`config.mk`:
```
export PLATFORM = sky130hd
export DESIGN_NAME = icmp_probe_reply_matcher
export DESIGN_NICKNAME = d
export VERILOG_FILES = /design/src/sv/iprm_pkg.sv /design/src/sv/iprm_in_stage.sv /design/src/sv/iprm_parser.sv /design/src/sv/iprm_out_reg.sv /design/src/sv/icmp_probe_reply_matcher.sv
export SDC_FILE = /design/constraint.sdc
export NUM_CORES = 1
export LEC_CHECK = 0
export BUFFER_PORTS_ARGS = -buffer_cell sky130_fd_sc_hd__buf_2
export CAP_MARGIN = 40
export CORE_AREA = 2 2 121 123
export DETAILED_ROUTE_END_ITERATION = 8
export DIE_AREA = 0 0 123 125
export PLACE_DENSITY = 0.65
export SLEW_MARGIN = 15
export SYNTH_ARGS = -nofsm -noshare
export SYNTH_HDL_FRONTEND = slang
export SYNTH_SLANG_ARGS = --single-unit
```
`constraint.sdc`:
```
create_clock -name i_clk -period 5.2 [get_ports i_clk]
set_input_delay 0.26 -clock i_clk [delete_from_list [all_inputs] [get_ports i_clk]]
set_output_delay 0.26 -clock i_clk [all_outputs]
set_load 0.01 [all_outputs]
```
`src/sv/iprm_pkg.sv`:
```
// Shared types and constants for the ICMP probe reply matcher.
// No dependencies; every other file in the block imports this package.
package iprm_pkg;

    localparam int POS_W                = 12;
    localparam int POS_CAP              = 4095;
    localparam int MAX_PACKET_BYTES_DEF = 2048;
    localparam int CFG_IDX_W            = 2;

    localparam logic [7:0] TYPE_ECHO_REPLY    = 8'd0;
    localparam logic [7:0] TYPE_TIME_EXCEEDED = 8'd11;

    typedef enum logic [CFG_IDX_W-1:0] {
        CFG_EXP_IDENT = 2'd0,
        CFG_EXP_SEQ   = 2'd1
    } t_cfg_idx;

    typedef enum logic [1:0] {
        KIND_OTHER         = 2'd0,
        KIND_TIME_EXCEEDED = 2'd1,
        KIND_ECHO_REPLY    = 2'd2
    } t_kind;

    typedef struct packed {
        logic [7:0] data_byte;
        logic       last_byte;
    } t_in_word;

    typedef struct packed {
        logic       matched;
        logic [1:0] reply_kind;
        logic       truncated;
    } t_out_word;

    typedef struct packed {
        logic [15:0] exp_ident;
        logic [15:0] exp_seq;
    } t_cfg;

endpackage

```
`src/sv/iprm_in_stage.sv`:
```
// Input register stage of the reply matcher.
// Holds one received word until the parser takes it; uses iprm_pkg.
module iprm_in_stage
    import iprm_pkg::*;
(
    input  logic     i_clk,
    input  logic     i_rst_n,
    input  logic     i_valid,
    input  t_in_word i_word,
    input  logic     i_take,
    output logic     o_stall,
    output logic     o_valid,
    output t_in_word o_word
);

    logic     r_valid;
    t_in_word r_word;

    // Stall only while a held word is not being taken this cycle.
    assign o_stall = r_valid && !i_take;
    assign o_valid = r_valid;
    assign o_word  = r_word;

    always_ff @(posedge i_clk) begin
        if (!i_rst_n) begin
            r_valid <= 1'b0;
        end else if (!o_stall) begin
            r_valid <= i_valid;
        end
    end

    always_ff @(posedge i_clk) begin
        if (!o_stall && i_valid) begin
            r_word <= i_word;
        end
    end

endmodule

```
`src/sv/iprm_parser.sv`:
```
// Per-packet header walk and echo field compare for the reply matcher.
// Keeps the packet state and forms the result on the last byte; uses iprm_pkg.
module iprm_parser
    import iprm_pkg::*;
#(
    parameter int MAX_PACKET_BYTES = MAX_PACKET_BYTES_DEF
) (
    input  logic      i_clk,
    input  logic      i_rst_n,
    input  logic      i_valid,
    input  t_in_word  i_word,
    input  t_cfg      i_cfg,
    input  logic      i_out_free,
    output logic      o_take,
    output logic      o_res_valid,
    output t_out_word o_res
);

    localparam logic [POS_W-1:0] POS_LIMIT =
        POS_W'((MAX_PACKET_BYTES > POS_CAP) ? POS_CAP : MAX_PACKET_BYTES);

    logic [POS_W-1:0] r_pos, n_pos;
    logic [5:0]       r_hlen, n_hlen;
    logic [7:0]       r_type, n_type;
    logic [5:0]       r_ilen, n_ilen;
    logic [3:0]       r_cnt, n_cnt;
    logic [3:0]       r_eq, n_eq;

    logic             active, beyond_hdr;
    logic [7:0]       h8;
    logic [POS_W-1:0] e_base, t_base, e_diff, t_diff, inner_at;
    logic             e_hit, t_hit, hit;
    logic [1:0]       k;
    logic             type_seen, done;
    t_kind            kind;

    function automatic logic [7:0] want_byte(logic [1:0] idx, t_cfg c);
        logic [7:0] w;
        case (idx)
            2'd0:    w = c.exp_ident[15:8];
            2'd1:    w = c.exp_ident[7:0];
            2'd2:    w = c.exp_seq[15:8];
            default: w = c.exp_seq[7:0];
        endcase
        return w;
    endfunction

    // A word without the last mark gives no result and can always advance.
    assign o_take = i_valid && (!i_word.last_byte || i_out_free);

    always_comb begin
        active = r_pos < POS_LIMIT;
        n_hlen = (active && r_pos == '0) ? {i_word.data_byte[3:0], 2'b00} : r_hlen;
        n_type = (active && r_pos == POS_W'(n_hlen)) ? i_word.data_byte : r_type;
        beyond_hdr = active && (r_pos > POS_W'(n_hlen));
        h8 = {2'b00, n_hlen};

        // Echo reply: identifier and sequence follow the 4-byte ICMP head.
        e_base = POS_W'(h8 + 8'd4);
        e_diff = r_pos - e_base;
        e_hit  = beyond_hdr && (r_type == TYPE_ECHO_REPLY) &&
                 (r_pos >= e_base) && (e_diff < POS_W'(4));

        // Time exceeded: quoted header starts 8 bytes past the outer one.
        inner_at = POS_W'(h8 + 8'd8);
        t_base   = POS_W'(h8 + 8'd12 + {2'b00, r_ilen});
        t_diff   = r_pos - t_base;
        t_hit    = beyond_hdr && (r_type == TYPE_TIME_EXCEEDED) &&
                   (r_pos >= t_base) && (t_diff < POS_W'(4));
        n_ilen   = (beyond_hdr && (r_type == TYPE_TIME_EXCEEDED) && r_pos == inner_at) ?
                   {i_word.data_byte[3:0], 2'b00} : r_ilen;

        hit   = e_hit || t_hit;
        k     = e_hit ? e_diff[1:0] : t_diff[1:0];
        n_cnt = r_cnt + {3'b000, hit};
        n_eq  = r_eq + {3'b000, hit && (i_word.data_byte == want_byte(k, i_cfg))};
        n_pos = active ? r_pos + POS_W'(1) : r_pos;

        type_seen = n_pos > POS_W'(n_hlen);
        done      = n_cnt == 4'd4;
        kind      = KIND_OTHER;
        if (type_seen && n_type == TYPE_TIME_EXCEEDED) begin
            kind = KIND_TIME_EXCEEDED;
        end else if (type_seen && n_type == TYPE_ECHO_REPLY) begin
            kind = KIND_ECHO_REPLY;
        end
        o_res.reply_kind = kind;
        o_res.truncated  = !type_seen || ((kind != KIND_OTHER) && !done);
        o_res.matched    = (kind != KIND_OTHER) && done && (n_eq == 4'd4);
    end

    assign o_res_valid = o_take && i_word.last_byte;

    always_ff @(posedge i_clk) begin
        if (!i_rst_n) begin
            r_pos  <= '0;
            r_hlen <= '0;
            r_type <= '0;
            r_ilen <= '0;
            r_cnt  <= '0;
            r_eq   <= '0;
        end else if (o_take) begin
            if (i_word.last_byte) begin
                // Drop all packet state for the next packet.
                r_pos  <= '0;
                r_hlen <= '0;
                r_type <= '0;
                r_ilen <= '0;
                r_cnt  <= '0;
                r_eq   <= '0;
            end else begin
                r_pos  <= n_pos;
                r_hlen <= n_hlen;
                r_type <= n_type;
                r_ilen <= n_ilen;
                r_cnt  <= n_cnt;
                r_eq   <= n_eq;
            end
        end
    end

endmodule

```
`src/sv/iprm_out_reg.sv`:
```
// Result register of the reply matcher.
// Holds one result until the receiver takes it; uses iprm_pkg.
module iprm_out_reg
    import iprm_pkg::*;
(
    input  logic      i_clk,
    input  logic      i_rst_n,
    input  logic      i_load,
    input  t_out_word i_res,
    input  logic      i_stall,
    output logic      o_free,
    output logic      o_valid,
    output t_out_word o_word
);

    logic      r_valid;
    t_out_word r_word;

    assign o_free  = !r_valid || !i_stall;
    assign o_valid = r_valid;
    assign o_word  = r_word;

    always_ff @(posedge i_clk) begin
        if (!i_rst_n) begin
            r_valid <= 1'b0;
        end else if (o_free) begin
            r_valid <= i_load;
        end
    end

    always_ff @(posedge i_clk) begin
        if (o_free && i_load) begin
            r_word <= i_res;
        end
    end

endmodule

```
`src/sv/icmp_probe_reply_matcher.sv`:
```
// ICMP probe reply matcher: one packet byte per cycle, one result per packet.
// A last byte goes through the input register, then the result register.
// Throughput: one byte every cycle, set by the single input register to result
// register pass; back-pressure on the result side stalls only a last byte.
// Reset (synchronous, active low) clears packet state, both register valid flags,
// and expected identifier and sequence to zero. Uses iprm_pkg and submodules.
module icmp_probe_reply_matcher
    import iprm_pkg::*;
#(
    parameter int MAX_PACKET_BYTES = MAX_PACKET_BYTES_DEF
) (
    input  logic                 i_clk,
    input  logic                 i_rst_n,
    input  logic                 i_in_valid,
    output logic                 o_in_stall,
    input  t_in_word             i_in_word,
    output logic                 o_out_valid,
    input  logic                 i_out_stall,
    output t_out_word            o_out_word,
    input  logic                 i_cfg_valid,
    output logic                 o_cfg_ready,
    input  logic [CFG_IDX_W-1:0] i_cfg_index,
    input  logic [15:0]          i_cfg_data
);

    t_cfg      r_cfg;
    logic      w_s1_valid;
    t_in_word  w_s1_word;
    logic      w_take;
    logic      w_out_free;
    logic      w_res_valid;
    t_out_word w_res;

    assign o_cfg_ready = 1'b1;

    always_ff @(posedge i_clk) begin
        if (!i_rst_n) begin
            r_cfg <= '0;
        end else if (i_cfg_valid && o_cfg_ready) begin
            case (i_cfg_index)
                CFG_EXP_IDENT: r_cfg.exp_ident <= i_cfg_data;
                CFG_EXP_SEQ:   r_cfg.exp_seq   <= i_cfg_data;
                default:       r_cfg           <= r_cfg;
            endcase
        end
    end

    iprm_in_stage u_in (
        .i_clk   (i_clk),
        .i_rst_n (i_rst_n),
        .i_valid (i_in_valid),
        .i_word  (i_in_word),
        .i_take  (w_take),
        .o_stall (o_in_stall),
        .o_valid (w_s1_valid),
        .o_word  (w_s1_word)
    );

    iprm_parser #(
        .MAX_PACKET_BYTES (MAX_PACKET_BYTES)
    ) u_parse (
        .i_clk       (i_clk),
        .i_rst_n     (i_rst_n),
        .i_valid     (w_s1_valid),
        .i_word      (w_s1_word),
        .i_cfg       (r_cfg),
        .i_out_free  (w_out_free),
        .o_take      (w_take),
        .o_res_valid (w_res_valid),
        .o_res       (w_res)
    );

    iprm_out_reg u_out (
        .i_clk   (i_clk),
        .i_rst_n (i_rst_n),
        .i_load  (w_res_valid),
        .i_res   (w_res),
        .i_stall (i_out_stall),
        .o_free  (w_out_free),
        .o_valid (o_out_valid),
        .o_word  (o_out_word)
    );

    a_match_clean: assert property (@(posedge i_clk) disable iff (!i_rst_n)
        o_out_valid && o_out_word.matched |->
            !o_out_word.truncated && (o_out_word.reply_kind != KIND_OTHER))
        else $error("match reported on truncated or unrelated packet");

    a_stall_needs_word: assert property (@(posedge i_clk) disable iff (!i_rst_n)
        o_in_stall |-> w_s1_valid && w_s1_word.last_byte)
        else $error("input stalled without a held last byte");

    a_no_overwrite: assert property (@(posedge i_clk) disable iff (!i_rst_n)
        o_out_valid && i_out_stall |-> !w_res_valid)
        else $error("result issued into an occupied output register");

    a_result_arrives: assert property (@(posedge i_clk) disable iff (!i_rst_n)
        w_res_valid |=> o_out_valid)
        else $error("issued result did not reach the output register");

endmodule
```
After elaboration in Yosys (flattened, before gate mapping)

Cells that the tools add are included.

Add/sub/neg operators: 9
Eq/ne operators: 10
Magnitude comparators: 7
Multiplexer cells: 14
Reductions and logical operators: 42

Operators with widths:

| kind                                                                   | number |
|---|---|
| 12-bit >= comparator                                                   | 2 |
| 12-bit by 6-bit greater-than comparator with 1-bit output              | 2 |
| 12-bit by 3-bit < comparator with 1-bit output (second input constant) | 2 |
| 12-bit two-way mux                                                     | 2 |
| 6-bit two-way mux                                                      | 4 |
| 8-bit one-hot mux with 3 select lines                                  | 1 |
| 12-bit subtractor                                                      | 2 |
| 1-bit logical AND                                                      | 21 |
| 8-bit by 4-bit equality test with 1-bit output (second input constant) | 2 |
| 8-bit zero test                                                        | 2 |
| 8-bit two-way mux                                                      | 2 |
| 6-bit by 4-bit adder with 7-bit output (second input constant)         | 2 |
| 12-bit by 1-bit adder with 12-bit output (second input constant)       | 1 |
| 12-bit by 6-bit adder with 12-bit output                               | 1 |
| 12-bit equality test                                                   | 1 |
| 12-bit by 6-bit equality test with 1-bit output                        | 1 |
| 12-bit zero test                                                       | 1 |
| 12-bit < comparator (second input constant)                            | 1 |
| 4-bit by 1-bit adder with 4-bit output                                 | 2 |
| 4-bit by 3-bit equality test with 1-bit output (second input constant) | 2 |
| 8-bit equality test                                                    | 1 |
| 4-bit two-way mux                                                      | 2 |
| 6-bit by 3-bit adder with 7-bit output (second input constant)         | 1 |
| 1-bit zero test                                                        | 7 |
| other kinds (7)                                                        | 17 |

Bits of input ports: 32
Register bits after elaboration: 87

Depth between registers and ports, before layout

Depth in word-level cells: 16
Depth in mapped cells: 27
Mapped depth without buffers: 26

By module

Synthesis repeated with hierarchy kept, for this count alone.

Cells, all modules: 597
Area total of the unflattened synthesis: 5,482.8 um^2

By module, submodules not included:

| module                   | area each (um^2) | times used | cells an instance |
|---|---|---|---|
| iprm_parser              | 3,748.6          | 1          | 450 |
| icmp_probe_reply_matcher | 1,255.0          | 1          | 125 |
| iprm_in_stage            | 317.8            | 1          | 13 |
| iprm_out_reg             | 161.4            | 1          | 9 |

Worst setup path after synthesis

No wires, ideal clock.

Path kind: reg2reg
Start point: register u_parse.r_pos[0]
End point: register u_out.r_word (netlist bit u_out.o_word[3]) (data pin)
Setup time: 0.157 ns
Setup slack: 0.227 ns
Required time: 5.043 ns
Stages on the path, launching flop included: 24
Clock period less this slack: 4.973 ns
Arrival: 4.816 ns
Path through: dfxtp_1 inv_1 ha_1 nor4b_2 and4_4 buf_12 mux2i_1 inv_1 ha_1 a21oi_1 xor2_1 ha_1 a21oi_1 xor2_1 ha_1 o41ai_1 xnor2_1 a2bb2oi_1 o2bb2ai_1 ha_1 ha_1 nor4_1 nand3_1 nor3_1

RTL lines:

| element                | RTL line           | RTL |
|---|---|---|
| from (decl)            | iprm_parser.sv:22  | `logic [POS_W-1:0] r_pos, n_pos;` |
| from (signal assigned) | iprm_parser.sv:112 | `r_pos <= n_pos;` |
| to (signal assigned)   | iprm_out_reg.sv:33 | `r_word <= i_res;` |
| to (decl)              | iprm_out_reg.sv:17 | `t_out_word r_word;` |

==> impl_metrics.csv <==
group,metric,value,unit
run_status,outcome,"finished, violations left",
run_status,violations,"setup timing",
hold_path,holdPathStages,1,
hold_path,hold_end,"u_in.o_word[0]$_DFFE_PP_",
drt,drt_first_iter_violations,440,
cts,cts.clk_slew.worst_paths,0.07,ns
global_routing,antenna_found_initial,1,
power_and_ir_drop,power.density,235.6,mW/mm^2
cts,clock_latency,0.34,ns
floorplan,initial_utilization,38.71,%
finish,drive_gt1_share,20.96,%
synthesis,ys_top_cells_by_area,"dfxtp_1 26%, ha_1 8.0%, edfxtp_1 7.1%",
timing,max_freq,192.1,MHz
drt,viasPerCell,5.524,
cts,ctsLongestPathBuffers,2,
critical_path,worst-setup-path-type,"register to register",
synthesis,ys_ff_latch,85,
critical_path,r2r_cells,24,
synthesis,synth_area_leader_cell,"dfxtp_1",
timing,max_slew_margin,45.46,%
synthesis,ys_warn_count,0,
drt,wl,14.84,mm
floorplan,ioPinCount,39,
power_and_ir_drop,power,1.556,mW
timing,period_minus_slack,5.207,ns
synthesis,synth_seq_area_share,33.32,%
drt,drc,0,
global_routing,grt_pass1_wl,23.51,mm
critical_path,path_cells,"inv_2 > ha_2 > nor4b_4 > and4_4 > buf_8 > mux2i_4 > inv_2 > ha_4 > a21oi_2 > xor2_1 > ha_1 > a21oi_2 > xor2_1 > ha_2 > mux2_4 > nor4_4 > nand4_1 > o2bb2ai_4 > ha_4 > nand3_4 > xnor2_2 > nor4_4 > nand3_1 > nor3_1",
floorplan,die-area,0.01538,sq mm
timing,setup_viol,1,
global_routing,grt_usage,19.20,%
critical_path,r2r_slack,-0.007,ns
timing,holdWs,0.08862,ns
place,pre_cts_ws,-0.2349,ns
finish,n_fill_cell,1362,
cts,root_buffer,"clkbuf_16",
timing,tightest_slew,0.8119,ns
finish,syn2layout_area_growth,20.12,%
drt,vias,4811,
critical_path,regToRegStartpoint,"u_parse.r_pos[0]$_SDFFE_PN0P_",
job,timing.max_cap.violations,0,
critical_path,r2r-end,"u_out.o_word[3]$_DFFE_PP_",
finish,fin_cells,871,
critical_path,startpoint_type,"register",
global_routing,grt_pass1_vias,4780,
finish,final_cell_mix,"99 x nand2_1, 70 x dfxtp_1, 43 x a21boi_0",
cts,cts_sinks,85,
timing,fin_skew,0.007568,ns
cts,cts_buffers,9,
finish,final_common_cell,"nand2_1",
global_routing,grt_max_degree,46,
global_routing,grt-ovfl-total,0,
synthesis,synth-edff-count,13,
synthesis,syn-instance-count,637,
timing,rsz0062_at_grt,"yes",
floorplan,die_h,125,um
critical_path,slowest_delay,0.33,ns
power_and_ir_drop,peakVddDrop,0.0001678,V
synthesis,synth.avg_cell_area,8.631,sq um
drt,postRouteAntennaNets,0,
place,gp_congestion,0.9084,
critical_path,endpoint_kind,"register",
drt,avgRoutedWirePerCell,17.04,um
critical_path,crit_path_max_fanout,5,
timing,setup_ws,-0.006645,ns
hold_path,worst_hold_path_type,"input pin to register",
floorplan,core-area,0.01420,sq mm
place,place_inst,843,
synthesis,netlist_area,0.005498,sq mm
place,io_buffers,37,
power_and_ir_drop,leakage,2.530,nW
synthesis,synth_cell_types,67,
timing,finalHoldViolations,0,
synthesis,syn-num-nets,706,
floorplan,die_w,123,um
place,place_hpwl,10.32,mm
synthesis,synth_top_area_share,26.22,%
synthesis,ys_async_sr_fraction,0,%
finish,fin_nets,751,
timing,drv_slew,0,
cts,h-tree-depth,3,
finish,antenna-diode-count,0,
hold_path,min_from,"i_in_word[0]",
critical_path,arrival,5.38,ns
timing,finalCritPeriodShare,100.1,%
floorplan,row_count,44,
cts,cts_tree,"done",
critical_path,cp.required,5.37,ns
critical_path,crit_slowest_cell,"ha_2",
synthesis,synthFlopType,"dfxtp_1",
drt,dr.pass1.iters,5,
==> cell usage after synthesis, types with 8 or more instances <==
cell / n
a22oi_1: 12
a31oi_1: 8
clkbuf_1: 28
a21oi_1: 19
and2_1: 9
nor2b_1: 24
nor3_1: 19
ha_1: 35
a21boi_0: 43
nor2_1: 32
nand3b_1: 9
inv_1: 14
dfxtp_1: 72
nand2_1: 99
edfxtp_1: 13
o21ai_0: 29
nand3_1: 20
xnor2_1: 16
mux4_2: 8
xor2_1: 23
==> state kept, by name, indices dropped and copies added, names as in the netlist <==
signal	flops
u_out.o_word	4
u_out.o_valid	1
u_parse.r_type	8
u_parse.r_eq	4
u_parse.r_hlen	6
u_parse.r_ilen	4
u_in.o_valid	1
u_parse.r_pos	12
u_in.o_word	9
r_cfg	32
u_parse.r_cnt	4
==> how the worst max path moves through the flow <==
| stage | from | end | slack (ns) | cells past startpoint |
|---|---|---|---|---|
| finish | u_parse.r_pos[0]$_SDFFE_PN0P_ | u_out.o_word[3]$_DFFE_PP_ | -0.007 | 24 |
| global route | u_parse.r_pos[0]$_SDFFE_PN0P_ | u_out.o_word[3]$_DFFE_PP_ | -0.19 | 24 |
| CTS | u_parse.r_pos[0]$_SDFFE_PN0P_ | u_out.o_word[3]$_DFFE_PP_ | 0.005 | 23 |
| detailed placement | u_parse.r_pos[0]$_SDFFE_PN0P_ | u_out.o_word[3]$_DFFE_PP_ | -0.23 | 23 |
| global placement | u_parse.r_pos[0]$_SDFFE_PN0P_ | u_out.o_word[3]$_DFFE_PP_ | 0.02 | 22 |
| floorplan | u_parse.r_pos[0]$_SDFFE_PN0P_ | u_out.o_word[3]$_DFFE_PP_ | 0.23 | 23 |
==> layer usage <==
layer  global-route usage, %  vias to the layer above  part of all wire, %
met4                   5.749                        0                  2.2
li1                        -                     2356                    -
met1                   25.52                     2287                   44
met3                   3.102                       26                  5.1
met2                   31.95                      142                   49
met5                       0                        -                    0
==> power breakdown <==
group          internal [mW]  total [mW]  switching, mW
combinational          0.112       0.245          0.133
sequential             0.683       0.696         0.0133
clock                  0.331       0.615          0.285
total                   1.13        1.56          0.431
==> metrics by stage <==
| step | area [sq um] | setup TNS (ns) | util [%] |
|---|---|---|---|
| floorplan | 5498 | 0 | - |
| global placement | 5896 | 0 | 41.51 |
| detailed placement | 5916 | -0.4636 | 41.65 |
| CTS | 6243 | 0 | 43.96 |
| global route | 6604 | -0.3994 | 46.49 |
| finish | 6604 | -0.006645 | 46.49 |
==> worst max-delay path, delay by kind of cell, from the launching register on <==
family,cells,cell delay (ns)
flip-flops,1,0.32
buffers and inverters,3,0.28
multiplexers,2,0.56
AND/OR/NAND/NOR,8,1.64
adder cells (fa/ha/maj),5,1.15
AO/OA/AOI/OAI,3,0.55
XOR/XNOR,3,0.52
==> cell families (layout without fill, tap and decap cells) <==
logic type | Yosys count | count (layout) | synth area share [%]
other cells | 1 | 1 | 0.06821
xor+xnor | 39 | 39 | 6.213
mux | 20 | 20 | 5.849
simple gates | 257 | 257 | 23.81
buf+inv | 52 | 102 | 4.210
compound gates | 146 | 146 | 17.84
flops | 85 | 85 | 33.32
fa+ha+maj | 37 | 37 | 8.694
==> timing repair <==
action                     CTS  global route
resized for setup            8            51
setup buffers                1            11
pin swaps                    2            21
setup endpoints to repair    4             7
hold buffers                 0             0
gates cloned                 0             0
==> final cells by class <==
type                            instances  area, sq um  area share (%)
Clock buffer                            9        225.2           3.410
Clock inverter                          7        57.56          0.8715
Inverter                               15        58.81          0.8905
Multi-Input combinational cell        500         3721           56.35
Sequential cell                        85         1834           27.78
Tap cell                              184        230.2           3.486
Timing Repair Buffer                   71        476.7           7.219
(Power assumes the default switching activity.)
